===== config.mk =====
export PLATFORM = sky130hd
export DESIGN_NAME = class_constrained_nearest_match_top
export DESIGN_NICKNAME = d
export VERILOG_FILES = /design/src/rtl/core/cnm_pkg.sv /design/src/rtl/core/cnm_ram.sv /design/src/rtl/core/cnm_dist_unit.sv /design/src/rtl/core/cnm_ctrl.sv /design/src/rtl/core/class_constrained_nearest_match_top.sv
export SDC_FILE = /design/constraint.sdc
export NUM_CORES = 2
export LEC_CHECK = 0
export BUFFER_PORTS_ARGS = -buffer_cell sky130_fd_sc_hd__buf_2
export CORE_MARGIN = 3
export CORE_UTILIZATION = 40
export CTS_BUF_LIST = sky130_fd_sc_hd__clkbuf_8 sky130_fd_sc_hd__clkbuf_16
export CTS_CLUSTER_SIZE = 20
export DETAILED_ROUTE_END_ITERATION = 8
export SYNTH_ARGS = -nofsm -noshare
export SYNTH_HDL_FRONTEND = slang
export SYNTH_SLANG_ARGS = --single-unit

===== constraint.sdc =====
create_clock -name i_clk -period 13.4 [get_ports i_clk]
set_clock_uncertainty 0.15 [all_clocks]
set_input_delay 2.01 -clock i_clk [delete_from_list [all_inputs] [get_ports i_clk]]
set_output_delay 2.01 -clock i_clk [all_outputs]
set_load 0.1 [all_outputs]

===== src/rtl/core/cnm_pkg.sv =====
// shared types, codes and sizes of the nearest match block
// depends on nothing; used by every module of the block but cnm_ram
package cnm_pkg;

    // reference table size and derived widths
    localparam int TABLE_DEPTH = 64;
    localparam int IDX_W       = $clog2(TABLE_DEPTH);
    localparam int CNT_W       = $clog2(TABLE_DEPTH + 1);

    // field widths
    localparam int COORD_W = 16;
    localparam int CLASS_W = 2;
    localparam int DIST_W  = 34;
    localparam int QIDX_W  = 16;
    localparam int RIDX_W  = 6;
    localparam int ENTRY_W = 2 * COORD_W + CLASS_W;
    localparam int SQ_W    = 2 * COORD_W;

    // configuration port
    localparam int APB_ADDR_W = 4;
    localparam int APB_DATA_W = 64;
    localparam logic [0:0] REG_THRESH = 1'b0;
    localparam logic [DIST_W-1:0] THRESH_RESET = 34'd2055209;

    // input modes
    localparam logic [1:0] MODE_CLEAR = 2'd0;
    localparam logic [1:0] MODE_LOAD  = 2'd1;
    localparam logic [1:0] MODE_QUERY = 2'd2;

    // result status codes
    localparam logic [1:0] ST_DONE    = 2'd0;
    localparam logic [1:0] ST_DROPPED = 2'd1;
    localparam logic [1:0] ST_MATCHED = 2'd2;
    localparam logic [1:0] ST_NOMATCH = 2'd3;

    typedef struct packed {
        logic [1:0]                mode;
        logic signed [COORD_W-1:0] coord_x;
        logic signed [COORD_W-1:0] coord_y;
        logic [CLASS_W-1:0]        class_label;
    } t_in_item;

    typedef struct packed {
        logic [1:0]        status;
        logic [RIDX_W-1:0] ref_index;
        logic [QIDX_W-1:0] query_index;
        logic [DIST_W-1:0] distance_sq;
    } t_out_item;

    // tag that travels with a table read
    typedef struct packed {
        logic             valid;
        logic [IDX_W-1:0] idx;
    } t_rd_tag;

    // one scored table entry from the distance unit
    typedef struct packed {
        logic              valid;
        logic              match;
        logic [IDX_W-1:0]  idx;
        logic [DIST_W-1:0] dist_sq;
    } t_dist_res;

    typedef enum logic [1:0] {
        S_IDLE,
        S_SCAN,
        S_DRAIN,
        S_FIN
    } t_state;

endpackage


===== src/rtl/core/cnm_ram.sv =====
// generic single write port, single read port ram with registered read
// depends on nothing
module cnm_ram #(
    parameter int WIDTH = 8,
    parameter int DEPTH = 16
) (
    input  logic                     i_clk,
    input  logic                     i_we,
    input  logic [$clog2(DEPTH)-1:0] i_waddr,
    input  logic [WIDTH-1:0]         i_wdata,
    input  logic                     i_re,
    input  logic [$clog2(DEPTH)-1:0] i_raddr,
    output logic [WIDTH-1:0]         o_rdata
);

    logic [WIDTH-1:0] r_mem [DEPTH];
    logic [WIDTH-1:0] r_rdata;

    // write port and registered read port
    always_ff @(posedge i_clk) begin
        if (i_we) begin
            r_mem[i_waddr] <= i_wdata;
        end
        if (i_re) begin
            r_rdata <= r_mem[i_raddr];
        end
    end

    assign o_rdata = r_rdata;

endmodule


===== src/rtl/core/cnm_dist_unit.sv =====
// pipelined squared distance unit, one table entry per cycle
// depends on cnm_pkg
module cnm_dist_unit (
    input  logic                             i_clk,
    input  logic                             i_rst_n,
    input  cnm_pkg::t_rd_tag                 i_tag,
    input  logic [cnm_pkg::ENTRY_W-1:0]      i_entry,
    input  logic signed [cnm_pkg::COORD_W-1:0] i_qx,
    input  logic signed [cnm_pkg::COORD_W-1:0] i_qy,
    input  logic [cnm_pkg::CLASS_W-1:0]      i_qclass,
    output cnm_pkg::t_dist_res               o_res,
    output logic                             o_busy
);

    logic signed [cnm_pkg::COORD_W-1:0] w_rx;
    logic signed [cnm_pkg::COORD_W-1:0] w_ry;
    logic [cnm_pkg::CLASS_W-1:0]        w_rclass;
    logic signed [cnm_pkg::COORD_W:0]   n_dx;
    logic signed [cnm_pkg::COORD_W:0]   n_dy;
    logic signed [cnm_pkg::COORD_W:0]   r_dx;
    logic signed [cnm_pkg::COORD_W:0]   r_dy;
    logic signed [2*cnm_pkg::COORD_W+1:0] w_px;
    logic signed [2*cnm_pkg::COORD_W+1:0] w_py;
    logic [cnm_pkg::SQ_W-1:0]           r_sqx;
    logic [cnm_pkg::SQ_W-1:0]           r_sqy;
    logic [cnm_pkg::DIST_W-1:0]         r_dist;
    logic                               r_v1, r_v2, r_v3;
    logic                               r_m1, r_m2, r_m3;
    logic [cnm_pkg::IDX_W-1:0]          r_i1, r_i2, r_i3;

    // unpack the stored entry
    assign w_rx     = i_entry[cnm_pkg::COORD_W-1:0];
    assign w_ry     = i_entry[2*cnm_pkg::COORD_W-1:cnm_pkg::COORD_W];
    assign w_rclass = i_entry[cnm_pkg::ENTRY_W-1:2*cnm_pkg::COORD_W];

    // differences, sign extended by one bit so they never wrap
    assign n_dx = $signed({i_qx[cnm_pkg::COORD_W-1], i_qx}) -
                  $signed({w_rx[cnm_pkg::COORD_W-1], w_rx});
    assign n_dy = $signed({i_qy[cnm_pkg::COORD_W-1], i_qy}) -
                  $signed({w_ry[cnm_pkg::COORD_W-1], w_ry});

    // squares of the differences
    assign w_px = r_dx * r_dx;
    assign w_py = r_dy * r_dy;

    // stage valids
    always_ff @(posedge i_clk) begin
        if (!i_rst_n) begin
            r_v1 <= 1'b0;
            r_v2 <= 1'b0;
            r_v3 <= 1'b0;
        end else begin
            r_v1 <= i_tag.valid;
            r_v2 <= r_v1;
            r_v3 <= r_v2;
        end
    end

    // datapath stages: difference, square, sum
    always_ff @(posedge i_clk) begin
        r_dx   <= n_dx;
        r_dy   <= n_dy;
        r_m1   <= (w_rclass == i_qclass);
        r_i1   <= i_tag.idx;
        r_sqx  <= w_px[cnm_pkg::SQ_W-1:0];
        r_sqy  <= w_py[cnm_pkg::SQ_W-1:0];
        r_m2   <= r_m1;
        r_i2   <= r_i1;
        r_dist <= cnm_pkg::DIST_W'(r_sqx) + cnm_pkg::DIST_W'(r_sqy);
        r_m3   <= r_m2;
        r_i3   <= r_i2;
    end

    assign o_res.valid   = r_v3;
    assign o_res.match   = r_m3;
    assign o_res.idx     = r_i3;
    assign o_res.dist_sq = r_dist;
    assign o_busy        = r_v1 | r_v2 | r_v3;

endmodule


===== src/rtl/core/cnm_ctrl.sv =====
// sequencer: table fill, query scan, best-match tracking and result register
// depends on cnm_pkg
module cnm_ctrl (
    input  logic                          i_clk,
    input  logic                          i_rst_n,
    input  logic                          i_in_valid,
    output logic                          o_in_ready,
    input  cnm_pkg::t_in_item             i_in_item,
    output logic                          o_out_valid,
    input  logic                          i_out_ready,
    output cnm_pkg::t_out_item            o_out_item,
    input  logic [cnm_pkg::DIST_W-1:0]    i_thresh,
    output logic                          o_wr_en,
    output logic [cnm_pkg::IDX_W-1:0]     o_wr_addr,
    output logic [cnm_pkg::ENTRY_W-1:0]   o_wr_data,
    output logic                          o_rd_en,
    output logic [cnm_pkg::IDX_W-1:0]     o_rd_addr,
    output cnm_pkg::t_rd_tag              o_rd_tag,
    output logic signed [cnm_pkg::COORD_W-1:0] o_qx,
    output logic signed [cnm_pkg::COORD_W-1:0] o_qy,
    output logic [cnm_pkg::CLASS_W-1:0]   o_qclass,
    input  cnm_pkg::t_dist_res            i_res,
    input  logic                          i_busy
);

    cnm_pkg::t_state                    r_state, n_state;
    logic [cnm_pkg::CNT_W-1:0]          r_count, n_count;
    logic [cnm_pkg::CNT_W-1:0]          r_issue, n_issue;
    logic [cnm_pkg::QIDX_W-1:0]         r_qcnt, n_qcnt;
    logic [cnm_pkg::DIST_W-1:0]         r_best, n_best;
    logic [cnm_pkg::IDX_W-1:0]          r_best_idx, n_best_idx;
    logic                               r_found, n_found;
    logic signed [cnm_pkg::COORD_W-1:0] r_qx, n_qx;
    logic signed [cnm_pkg::COORD_W-1:0] r_qy, n_qy;
    logic [cnm_pkg::CLASS_W-1:0]        r_qclass, n_qclass;
    logic                               r_out_valid, n_out_valid;
    cnm_pkg::t_out_item                 r_out_item, n_out_item;
    cnm_pkg::t_rd_tag                   r_rd_tag, n_rd_tag;
    logic                               w_accept;

    // input is taken only when idle and the result slot frees up
    assign o_in_ready = (r_state == cnm_pkg::S_IDLE) && (!r_out_valid || i_out_ready);
    assign w_accept   = i_in_valid && o_in_ready;

    // table ports
    assign o_wr_addr = r_count[cnm_pkg::IDX_W-1:0];
    assign o_wr_data = {i_in_item.class_label, i_in_item.coord_y, i_in_item.coord_x};
    assign o_rd_addr = r_issue[cnm_pkg::IDX_W-1:0];

    // next state and outputs
    always_comb begin
        n_state     = r_state;
        n_count     = r_count;
        n_issue     = r_issue;
        n_qcnt      = r_qcnt;
        n_best      = r_best;
        n_best_idx  = r_best_idx;
        n_found     = r_found;
        n_qx        = r_qx;
        n_qy        = r_qy;
        n_qclass    = r_qclass;
        n_out_valid = r_out_valid;
        n_out_item  = r_out_item;
        n_rd_tag    = '0;
        o_wr_en     = 1'b0;
        o_rd_en     = 1'b0;

        if (i_out_ready) begin
            n_out_valid = 1'b0;
        end

        // keep the strictly closer same-class entry, lowest index on ties
        if (i_res.valid && i_res.match && (i_res.dist_sq < r_best)) begin
            n_best     = i_res.dist_sq;
            n_best_idx = i_res.idx;
            n_found    = 1'b1;
        end

        unique case (r_state)
            cnm_pkg::S_IDLE: begin
                if (w_accept) begin
                    unique case (i_in_item.mode)
                        cnm_pkg::MODE_CLEAR: begin
                            n_count     = '0;
                            n_qcnt      = '0;
                            n_out_valid = 1'b1;
                            n_out_item  = '0;
                        end
                        cnm_pkg::MODE_LOAD: begin
                            n_out_valid = 1'b1;
                            n_out_item  = '0;
                            if (r_count == cnm_pkg::CNT_W'(cnm_pkg::TABLE_DEPTH)) begin
                                n_out_item.status = cnm_pkg::ST_DROPPED;
                            end else begin
                                o_wr_en = 1'b1;
                                n_count = r_count + 1'b1;
                            end
                        end
                        cnm_pkg::MODE_QUERY: begin
                            n_qx       = i_in_item.coord_x;
                            n_qy       = i_in_item.coord_y;
                            n_qclass   = i_in_item.class_label;
                            n_best     = i_thresh;
                            n_best_idx = '0;
                            n_found    = 1'b0;
                            n_issue    = '0;
                            n_state    = (r_count == '0) ? cnm_pkg::S_FIN : cnm_pkg::S_SCAN;
                        end
                        default: begin
                            n_out_valid = 1'b1;
                            n_out_item  = '0;
                        end
                    endcase
                end
            end
            cnm_pkg::S_SCAN: begin
                // one table read per cycle
                o_rd_en        = 1'b1;
                n_rd_tag.valid = 1'b1;
                n_rd_tag.idx   = r_issue[cnm_pkg::IDX_W-1:0];
                n_issue        = r_issue + 1'b1;
                if (n_issue == r_count) begin
                    n_state = cnm_pkg::S_DRAIN;
                end
            end
            cnm_pkg::S_DRAIN: begin
                if (!r_rd_tag.valid && !i_busy) begin
                    n_state = cnm_pkg::S_FIN;
                end
            end
            cnm_pkg::S_FIN: begin
                if (!r_out_valid || i_out_ready) begin
                    n_out_valid            = 1'b1;
                    n_out_item.query_index = r_qcnt;
                    n_qcnt                 = r_qcnt + 1'b1;
                    if (r_found) begin
                        n_out_item.status      = cnm_pkg::ST_MATCHED;
                        n_out_item.ref_index   = cnm_pkg::RIDX_W'(r_best_idx);
                        n_out_item.distance_sq = r_best;
                    end else begin
                        n_out_item.status      = cnm_pkg::ST_NOMATCH;
                        n_out_item.ref_index   = '0;
                        n_out_item.distance_sq = '0;
                    end
                    n_state = cnm_pkg::S_IDLE;
                end
            end
            default: begin
                n_state = cnm_pkg::S_IDLE;
            end
        endcase
    end

    // control registers
    always_ff @(posedge i_clk) begin
        if (!i_rst_n) begin
            r_state     <= cnm_pkg::S_IDLE;
            r_count     <= '0;
            r_qcnt      <= '0;
            r_found     <= 1'b0;
            r_out_valid <= 1'b0;
            r_rd_tag    <= '0;
        end else begin
            r_state     <= n_state;
            r_count     <= n_count;
            r_qcnt      <= n_qcnt;
            r_found     <= n_found;
            r_out_valid <= n_out_valid;
            r_rd_tag    <= n_rd_tag;
        end
    end

    // payload registers
    always_ff @(posedge i_clk) begin
        r_issue    <= n_issue;
        r_best     <= n_best;
        r_best_idx <= n_best_idx;
        r_qx       <= n_qx;
        r_qy       <= n_qy;
        r_qclass   <= n_qclass;
        r_out_item <= n_out_item;
    end

    assign o_out_valid = r_out_valid;
    assign o_out_item  = r_out_item;
    assign o_rd_tag    = r_rd_tag;
    assign o_qx        = r_qx;
    assign o_qy        = r_qy;
    assign o_qclass    = r_qclass;

endmodule


===== src/rtl/core/class_constrained_nearest_match_top.sv =====
// Class-constrained nearest match. Reference points are loaded into a table of
// cnm_pkg::TABLE_DEPTH entries held in a RAM with a registered read port. A clear,
// load or unused transaction is handled at its accepting edge, and its result is
// valid from the cycle right after that edge. A query transaction scans the table
// through the RAM read port one entry per cycle into a shared pipelined distance
// unit; its result is registered once the scan has ended and the read tag and the
// distance pipeline have drained, and an empty table skips the scan altogether.
// The input is ready only while no query is in progress and the result slot is
// free or being emptied, so one transaction finishes before the next is taken.
// The squared threshold register sits at APB address 0.
// top level: apb register, sequencer, table ram and distance unit
// depends on cnm_pkg, cnm_ram, cnm_dist_unit, cnm_ctrl
module class_constrained_nearest_match_top (
    input  logic                             i_clk,
    input  logic                             i_rst_n,
    input  logic                             i_in_valid,
    output logic                             o_in_ready,
    input  cnm_pkg::t_in_item                i_in_item,
    output logic                             o_out_valid,
    input  logic                             i_out_ready,
    output cnm_pkg::t_out_item               o_out_item,
    input  logic                             psel,
    input  logic                             penable,
    input  logic                             pwrite,
    input  logic [cnm_pkg::APB_ADDR_W-1:0]   paddr,
    input  logic [cnm_pkg::APB_DATA_W-1:0]   pwdata,
    output logic [cnm_pkg::APB_DATA_W-1:0]   prdata,
    output logic                             pready
);

    logic [cnm_pkg::DIST_W-1:0]         r_thresh;
    logic                               w_sel_thresh;
    logic                               w_wr_en;
    logic [cnm_pkg::IDX_W-1:0]          w_wr_addr;
    logic [cnm_pkg::ENTRY_W-1:0]        w_wr_data;
    logic                               w_rd_en;
    logic [cnm_pkg::IDX_W-1:0]          w_rd_addr;
    logic [cnm_pkg::ENTRY_W-1:0]        w_rd_data;
    cnm_pkg::t_rd_tag                   w_rd_tag;
    logic signed [cnm_pkg::COORD_W-1:0] w_qx;
    logic signed [cnm_pkg::COORD_W-1:0] w_qy;
    logic [cnm_pkg::CLASS_W-1:0]        w_qclass;
    cnm_pkg::t_dist_res                 w_res;
    logic                               w_busy;

    // apb register decode, 8-byte spacing
    assign w_sel_thresh = (paddr[cnm_pkg::APB_ADDR_W-1:3] == cnm_pkg::REG_THRESH);
    assign pready       = 1'b1;
    assign prdata       = w_sel_thresh ? cnm_pkg::APB_DATA_W'(r_thresh) : '0;

    // threshold register
    always_ff @(posedge i_clk) begin
        if (!i_rst_n) begin
            r_thresh <= cnm_pkg::THRESH_RESET;
        end else if (psel && penable && pwrite && pready && w_sel_thresh) begin
            r_thresh <= pwdata[cnm_pkg::DIST_W-1:0];
        end
    end

    cnm_ctrl u_ctrl (
        .i_clk       (i_clk),
        .i_rst_n     (i_rst_n),
        .i_in_valid  (i_in_valid),
        .o_in_ready  (o_in_ready),
        .i_in_item   (i_in_item),
        .o_out_valid (o_out_valid),
        .i_out_ready (i_out_ready),
        .o_out_item  (o_out_item),
        .i_thresh    (r_thresh),
        .o_wr_en     (w_wr_en),
        .o_wr_addr   (w_wr_addr),
        .o_wr_data   (w_wr_data),
        .o_rd_en     (w_rd_en),
        .o_rd_addr   (w_rd_addr),
        .o_rd_tag    (w_rd_tag),
        .o_qx        (w_qx),
        .o_qy        (w_qy),
        .o_qclass    (w_qclass),
        .i_res       (w_res),
        .i_busy      (w_busy)
    );

    cnm_ram #(
        .WIDTH (cnm_pkg::ENTRY_W),
        .DEPTH (cnm_pkg::TABLE_DEPTH)
    ) u_table (
        .i_clk   (i_clk),
        .i_we    (w_wr_en),
        .i_waddr (w_wr_addr),
        .i_wdata (w_wr_data),
        .i_re    (w_rd_en),
        .i_raddr (w_rd_addr),
        .o_rdata (w_rd_data)
    );

    cnm_dist_unit u_dist (
        .i_clk    (i_clk),
        .i_rst_n  (i_rst_n),
        .i_tag    (w_rd_tag),
        .i_entry  (w_rd_data),
        .i_qx     (w_qx),
        .i_qy     (w_qy),
        .i_qclass (w_qclass),
        .o_res    (w_res),
        .o_busy   (w_busy)
    );

endmodule


Yosys cells after proc, flatten, opt, wreduce, memory -nomap -nowiden
Memories as Yosys holds them, arrays and structs flattened. A register that Yosys moved wholly into a read port is not among the register bits.
Index checks and enable logic that the tools add are counted.
W data, S select, Z words.
- bits in writable memories: 2176
- memories kept: 1
- flip-flop bits (word level): 363
- multipliers: 2
- eq/ne operators: 16
- muxes and demuxes: 49
- add/subtract/negate cells: 6
- magnitude comparators: 1
- reduce and logical (&&, ||, !) cells: 25
- bitwise operators: 3
- memories (memory ; depth ; bits a word ; rd ports ; clocked after Yosys merged registers in ; wr ports ; RTL line ; RTL):
    u_table.r_mem ; 64 ; 34 ; 1 ; 1 ; 1 ; cnm_ram.sv:16 ; logic [WIDTH-1:0] r_mem [DEPTH];
- operators by type and width (operator ; number):
    $pmux W58 S2 ; 2
    $mux W34 ; 6
    $mux W58 ; 2
    $mul A17 B17 Y32 ; 2
    $mux W16 ; 3
    $mux W7 ; 5
    $lt A34 B34 Y1 ; 1
    $sub A16 B16 Y17 ; 2
    $add A32 B32 Y33 ; 1
    $pmux W16 S2 ; 1
    $pmux W7 S2 ; 2
    $mux W6 ; 4
    $add A16 B1 Y16 const B ; 1
    $mux W1 ; 16
    $add A7 B1 Y7 const B ; 2
    $mux W2 ; 6
    $reduce_and A4 Y1 ; 3
    $logic_and A1 B1 Y1 ; 8
    $ne A2 B1 Y1 const B ; 4
    $ne A2 B2 Y1 const B ; 4
    $pmux W2 S4 ; 1
    $eq A7 B7 Y1 ; 1
    $eq A7 B7 Y1 const B ; 1
    $logic_not A7 Y1 ; 1
    13 further kinds ; 23

Logic depth before layout (Yosys ltp)
- word-level depth: 8
- depth in mapped cells: 24

Hierarchy
Synthesis repeated with hierarchy kept, for this count alone.
- cells, all modules: 7356
- area, all modules: 119215.6 um^2
- modules (own cells, without submodules) (module ; seq. area each (um^2) ; cells an instance ; times used ; area an instance (um^2)):
    cnm_ram ; 66363.6 ; 3744 ; 1 ; 84114.4
    cnm_dist_unit ; 3062.9 ; 2592 ; 1 ; 24567.3
    cnm_ctrl ; 4454.3 ; 802 ; 1 ; 8613.3
    class_constrained_nearest_match_top ; 680.7 ; 218 ; 1 ; 1920.6

Worst setup path after synthesis
Ideal clock, no wire load.
- path kind: in2reg
- from: input port i_out_ready
- to: register u_ctrl.r_out_item, in the netlist u_ctrl.o_out_item[0] (enable)
- arrival time: 7390 ps
- slack: 5298 ps
- stages: 4
- cells stage by stage: nand2b_1 -> and2_1 -> nand3_1 -> a21boi_0
- cells in the longest elaborated chain, start to end: 5
- ends and longest elaborated chain (what ; RTL line ; RTL):
    from (decl) ; class_constrained_nearest_match_top.sv:20 ; input logic i_out_ready,
    $logic_or A1 B1 Y1 ; cnm_ctrl.sv:42 ; assign o_in_ready = (r_state == cnm_pkg::S_IDLE) && (!r_out_valid || i_out_ready);
    $logic_and A1 B1 Y1 ; cnm_ctrl.sv:42 ;
    named net o_in_ready ; class_constrained_nearest_match_top.sv:17 ; output logic o_in_ready,
    $logic_and A1 B1 Y1 ; cnm_ctrl.sv:43 ; assign w_accept = i_in_valid && o_in_ready;
    $ne A2 B1 Y1 (no line) ; -- ;
    $reduce_and A4 Y1 (no line) ; -- ;
    to (signal assigned) ; cnm_ctrl.sv:181 ; r_out_item <= n_out_item;
    to (decl) ; cnm_ctrl.sv:37 ; cnm_pkg::t_out_item r_out_item, n_out_item;
The timed path passes the listed nets, and every way through them passes these cells.
A chain may end at the register's enable or synchronous reset.

Worst setup path after layout
- from: register u_dist.r_dy[4] (netlist bit)
- to: register u_dist.r_sqy[31] (netlist bit)
- cells in the longest elaborated chain, start to end: 1
- ends and longest elaborated chain (what ; RTL line ; RTL):
    from (decl) ; cnm_dist_unit.sv:21 ; logic signed [cnm_pkg::COORD_W:0] r_dy;
    from (signal assigned) ; cnm_dist_unit.sv:62 ; r_dy <= n_dy;
    $mul A17 B17 Y32 ; cnm_dist_unit.sv:44 ; assign w_py = r_dy * r_dy;
    named net u_dist.w_py, one bit ; cnm_dist_unit.sv:23 ; logic signed [2*cnm_pkg::COORD_W+1:0] w_py;
    to (signal assigned) ; cnm_dist_unit.sv:66 ; r_sqy <= w_py[cnm_pkg::SQ_W-1:0];
    to (decl) ; cnm_dist_unit.sv:25 ; logic [cnm_pkg::SQ_W-1:0] r_sqy;
The timed path passes the listed nets, and every way through them passes these cells.

==> flow_metrics.py <==
metrics = {
    "die": {
        "floorplan.die.height_um": 547,
        "placeableCoreArea_mm2": 0.291,
        "placementRows": 198,
        "floorplan.initialDensity": 0.403,
        "dieWidth_um": 547,
        "fp.dieArea_mm2": 0.300,
        "io-pin-count": 236,
    },
    "logic_synthesis": {
        "synth_enable_flop_cells": 2309,
        "postSynth.topFlopCell": "sky130_fd_sc_hd__edfxtp_1",
        "ys_ff_latch": 2570,
        "yosysWarningCount": 0,
        "synth.lib_cells_used.distinct": 65,
        "synthesis.area_per_instance_um2": 17.6,
        "synthCells": 6674,
        "postSynth.asyncResetShare": 0,
        "synthesis.area_mm2": 0.117,
        "ys_seq_area_frac": 0.636,
    },
    "min_path": {
        "min_to": "u_dist.r_m3",
        "min_path_type": "flop to flop",
        "hold_path_startpoint": "u_dist.r_m2",
        "timing.hold.worst_path_depth": 0,
    },
    "grt": {
        "grt_max_degree": 129,
        "number_of_antenna_violations_at_the_first_check_in_global_routing": 15,
        "track_usage": 0.181,
        "global_route_wire_length_before_repair_mm": 407,
        "grt_pass1_vias": 62200,
        "grtUsageMet1": 0.247,
        "gr-usage-met3": 0.0300,
        "globalRouteMet2Util": 0.302,
        "top_usage_layer": "met2",
        "grt.overflow.total": 0,
    },
    "detailed_routing": {
        "drt.antenna.violating_nets": 0,
        "routed_via_density": 5.34,
        "dr_total_vias": 59100,
        "detail_route.first_pass.iterations": 6,
        "routed_wire_length_per_instance_um": 24.6,
        "detail_route.drc_violations": 0,
        "drtIter0Drc": 5255,
        "route.final.wire_length_mm": 272,
    },
    "critical_path": {
        "rr_startpoint": "u_dist.r_dy[4]",
        "crit_required_ps": 13890,
        "crit_path_max_fanout": 19,
        "endpoint_kind": "flop",
        "setup.reg_to_reg.worst_slack_ps": 6010,
        "worst-endpoint-arrival_ps": 7880,
        "start_kind": "flop",
        "reg2reg_depth": 19,
        "setup.worst_path.class": "flop to flop",
        "critical_path.reg2reg.endpoint": "u_dist.r_sqy[31]",
    },
    "timing": {
        "worst_slew_pin_slew_ps": 1250,
        "max_slew_violation_total_from_the_final_report": 0,
        "grt_setup_unrepaired": "false",
        "post-route-period-util": 0.552,
        "worst_slew_margin_rel": 0.166,
        "max_freq_ghz": 0.135,
        "setup_viol_count_final": 0,
        "final_hold_viol_count": 0,
        "final.setup.tns_ps": 0,
        "hold_ws_ps": 159,
        "layout_min_cycle_time_ps": 7390,
    },
    "cts": {
        "post_cts.resized_instances": 0,
        "root_buffer": "sky130_fd_sc_hd__clkbuf_16",
        "htreeDepth": 5,
        "cts_buffer_count": 275,
        "cts_sinks": 2570,
        "cts-hold-fix-buffers": 0,
        "clkLatencyLatePin_ps": 860,
        "tritoncts": "built",
        "clk_path_buf_depth": 4,
        "post_cts.repair.setup_buffers": 0,
        "clkTransAtPathRegs_ps": 60,
    },
    "job": {
        "count_of_max_cap_constraint_violations": 0,
    },
    "placement": {
        "placed_area_mm2": 0.123,
        "final_replace_weighted_congestion": 0.845,
        "numPlacedInstances": 10600,
        "io_buffer_count": 171,
        "post-dp-hpwl_mm": 164,
    },
    "layout": {
        "drive_gt1_frac": 0.202,
        "nets": 7859,
        "area_growth_syn_to_layout_pct": 12.3,
        "fill_cell_count": 25100,
        "layout.area.seq_mm2": 0.0746,
        "combined_area_of_the_multi_input_logic_cells_mm2": 0.0392,
        "fin_cells": 11100,
        "post-route-cell-area_mm2": 0.132,
    },
    "status": {
        "status": "completed",
    },
}
[layout make-up]
cell class / instances / share of cell area
Tap cell: 3900 / 0.0370
Multi-Input combinational cell: 3090 / 0.297
Antenna cell: 5 / 0.0000950
Timing Repair Buffer: 283 / 0.0135
Inverter: 741 / 0.0211
Clock inverter: 196 / 0.0112
Clock buffer: 285 / 0.0535
Sequential cell: 2570 / 0.566
[worst max-delay path by stage]
stage | from | endpoint | cells after the start
5_1_grt | u_dist.r_dy[5] | u_dist.r_sqy[31] | 21
3_3_place_gp | u_dist.r_dy[4] | u_dist.r_sqy[31] | 19
2_1_floorplan | i_out_ready | u_ctrl.o_out_item[0] | 4
6_report | u_dist.r_dy[4] | u_dist.r_sqy[31] | 19
3_5_place_dp | u_dist.r_dy[4] | u_dist.r_sqy[31] | 19
4_1_cts | u_dist.r_dy[4] | u_dist.r_sqy[31] | 19
[metal layers]
metal | vias to the layer above | wire, um
li1 | 25500 | -
met1 | 31300 | 114000
met2 | 1843 | 134000
met3 | 463 | 17100
met4 | 0 | 7780
met5 | - | 0
[cells by family (layout without fill, tap and decap cells)]
| logic type | after synthesis | count (layout) | share of synthesized area |
|---|---|---|---|
| buffers and inverters | 1043 | 1505 | 0.0354 |
| flip-flops | 2570 | 2570 | 0.636 |
| adder cells (fa/ha/maj) | 787 | 787 | 0.117 |
| AND/OR/NAND/NOR | 990 | 990 | 0.0409 |
| AO/OA/AOI/OAI | 395 | 395 | 0.0210 |
| multiplexers | 718 | 718 | 0.137 |
| XOR/XNOR | 169 | 169 | 0.0126 |
| other | 2 | 36 | 0.0000640 |
[worst max-delay path, stage by stage, from the launching register on]
cell	delay, ps
sky130_fd_sc_hd__dfxtp_1	1020
sky130_fd_sc_hd__nand2_1	260
sky130_fd_sc_hd__fa_1	580
sky130_fd_sc_hd__fa_1	530
sky130_fd_sc_hd__fa_1	540
sky130_fd_sc_hd__inv_1	60
sky130_fd_sc_hd__fa_1	480
sky130_fd_sc_hd__fa_1	490
sky130_fd_sc_hd__inv_1	50
sky130_fd_sc_hd__fa_1	470
sky130_fd_sc_hd__inv_1	40
sky130_fd_sc_hd__ha_1	320
sky130_fd_sc_hd__nand3_1	160
sky130_fd_sc_hd__a21oi_1	60
sky130_fd_sc_hd__a211oi_1	510
sky130_fd_sc_hd__a311oi_1	360
sky130_fd_sc_hd__a221oi_1	670
sky130_fd_sc_hd__o31ai_1	180
sky130_fd_sc_hd__a21oi_1	200
sky130_fd_sc_hd__xnor2_1	90
[flip-flops by register name, summed over array words and instances, names as in the netlist, 7 cells and up]
| register | count |
|---|---|
| u_dist.r_dy | 17 |
| u_ctrl.o_qy | 16 |
| u_dist.r_sqy | 31 |
| u_table.r_mem | 2176 |
| u_ctrl.o_rd_tag | 7 |
| u_ctrl.r_qcnt | 16 |
| u_ctrl.o_out_item | 58 |
| r_thresh | 34 |
| u_dist.r_sqx | 31 |
| u_ctrl.o_qx | 16 |
| u_dist.r_dx | 17 |
| u_ctrl.r_best | 34 |
| u_table.o_rdata | 34 |
| u_dist.r_dist | 33 |
| u_ctrl.r_issue | 7 |
| u_ctrl.r_count | 7 |
[synthesized netlist by cell type, types with 8 or more instances]
cell,count,share of area
sky130_fd_sc_hd__a31oi_1,39,0.0021
sky130_fd_sc_hd__o21bai_1,9,0.00058
sky130_fd_sc_hd__o21ai_0,95,0.0041
sky130_fd_sc_hd__nor2b_1,70,0.0037
sky130_fd_sc_hd__a31o_2,9,0.00067
sky130_fd_sc_hd__xnor2_1,118,0.0088
sky130_fd_sc_hd__o21a_1,25,0.0016
sky130_fd_sc_hd__nor2_1,226,0.0072
sky130_fd_sc_hd__nand2b_1,21,0.0011
sky130_fd_sc_hd__edfxtp_1,2309,0.59
sky130_fd_sc_hd__buf_2,56,0.0024
sky130_fd_sc_hd__nand2_1,278,0.0089
sky130_fd_sc_hd__fa_1,513,0.088
sky130_fd_sc_hd__mux4_2,714,0.14
sky130_fd_sc_hd__xor2_1,51,0.0038
sky130_fd_sc_hd__nor3_1,26,0.0011
sky130_fd_sc_hd__and3_1,60,0.0032
sky130_fd_sc_hd__and2_1,140,0.0075
sky130_fd_sc_hd__nand3_1,104,0.0044
sky130_fd_sc_hd__buf_1,26,0.00083
sky130_fd_sc_hd__a21o_1,34,0.0022
sky130_fd_sc_hd__a211oi_1,16,0.0010
sky130_fd_sc_hd__a211o_1,8,0.00060
sky130_fd_sc_hd__nand4_1,14,0.00075
sky130_fd_sc_hd__clkbuf_1,182,0.0058
sky130_fd_sc_hd__dfxtp_1,261,0.045
sky130_fd_sc_hd__a21oi_1,113,0.0048
sky130_fd_sc_hd__o31ai_1,8,0.00051
sky130_fd_sc_hd__or3_1,31,0.0017
sky130_fd_sc_hd__buf_4,32,0.0020
sky130_fd_sc_hd__inv_1,739,0.024
sky130_fd_sc_hd__ha_1,274,0.029
[stage by stage]
stage	util	worst slack [ps]
after floorplan	-	5300
after global placement	0.423	6170
after detailed placement	0.423	6130
after CTS	0.452	6030
after global routing	0.452	5530
final	0.452	6010
[placed cells by master, fill, tap and decap left out, types with 26 or more instances in the layout]
cell type                   netlist  final
sky130_fd_sc_hd__edfxtp_1      2309   2309
sky130_fd_sc_hd__inv_1          739    797
sky130_fd_sc_hd__nand3_1        104    104
sky130_fd_sc_hd__and2_1         140    140
sky130_fd_sc_hd__a31oi_1         39     39
sky130_fd_sc_hd__nor2b_1         70     70
sky130_fd_sc_hd__a21oi_1        113    113
sky130_fd_sc_hd__mux4_2         714    714
sky130_fd_sc_hd__clkinv_2         0     30
sky130_fd_sc_hd__xor2_1          51     51
sky130_fd_sc_hd__and3_1          60     60
sky130_fd_sc_hd__clkinv_1         1     56
sky130_fd_sc_hd__nor2_1         226    162
sky130_fd_sc_hd__nor3_1          26     26
sky130_fd_sc_hd__or3_1           31     31
sky130_fd_sc_hd__nand2_1        278    278
sky130_fd_sc_hd__nor2_4           0     64
sky130_fd_sc_hd__conb_1           2     31
sky130_fd_sc_hd__o21ai_0         95     95
sky130_fd_sc_hd__dfxtp_1        261    261
sky130_fd_sc_hd__clkbuf_16        0    278
sky130_fd_sc_hd__buf_2           56    171
sky130_fd_sc_hd__buf_4           32    106
sky130_fd_sc_hd__a21o_1          34     34
sky130_fd_sc_hd__ha_1           274    272
sky130_fd_sc_hd__xnor2_1        118    118
sky130_fd_sc_hd__fa_1           513    513
Power is left out: the tool's default activity adds up to more than one toggle a clock period on the data nets, which glitch-free logic cannot reach.
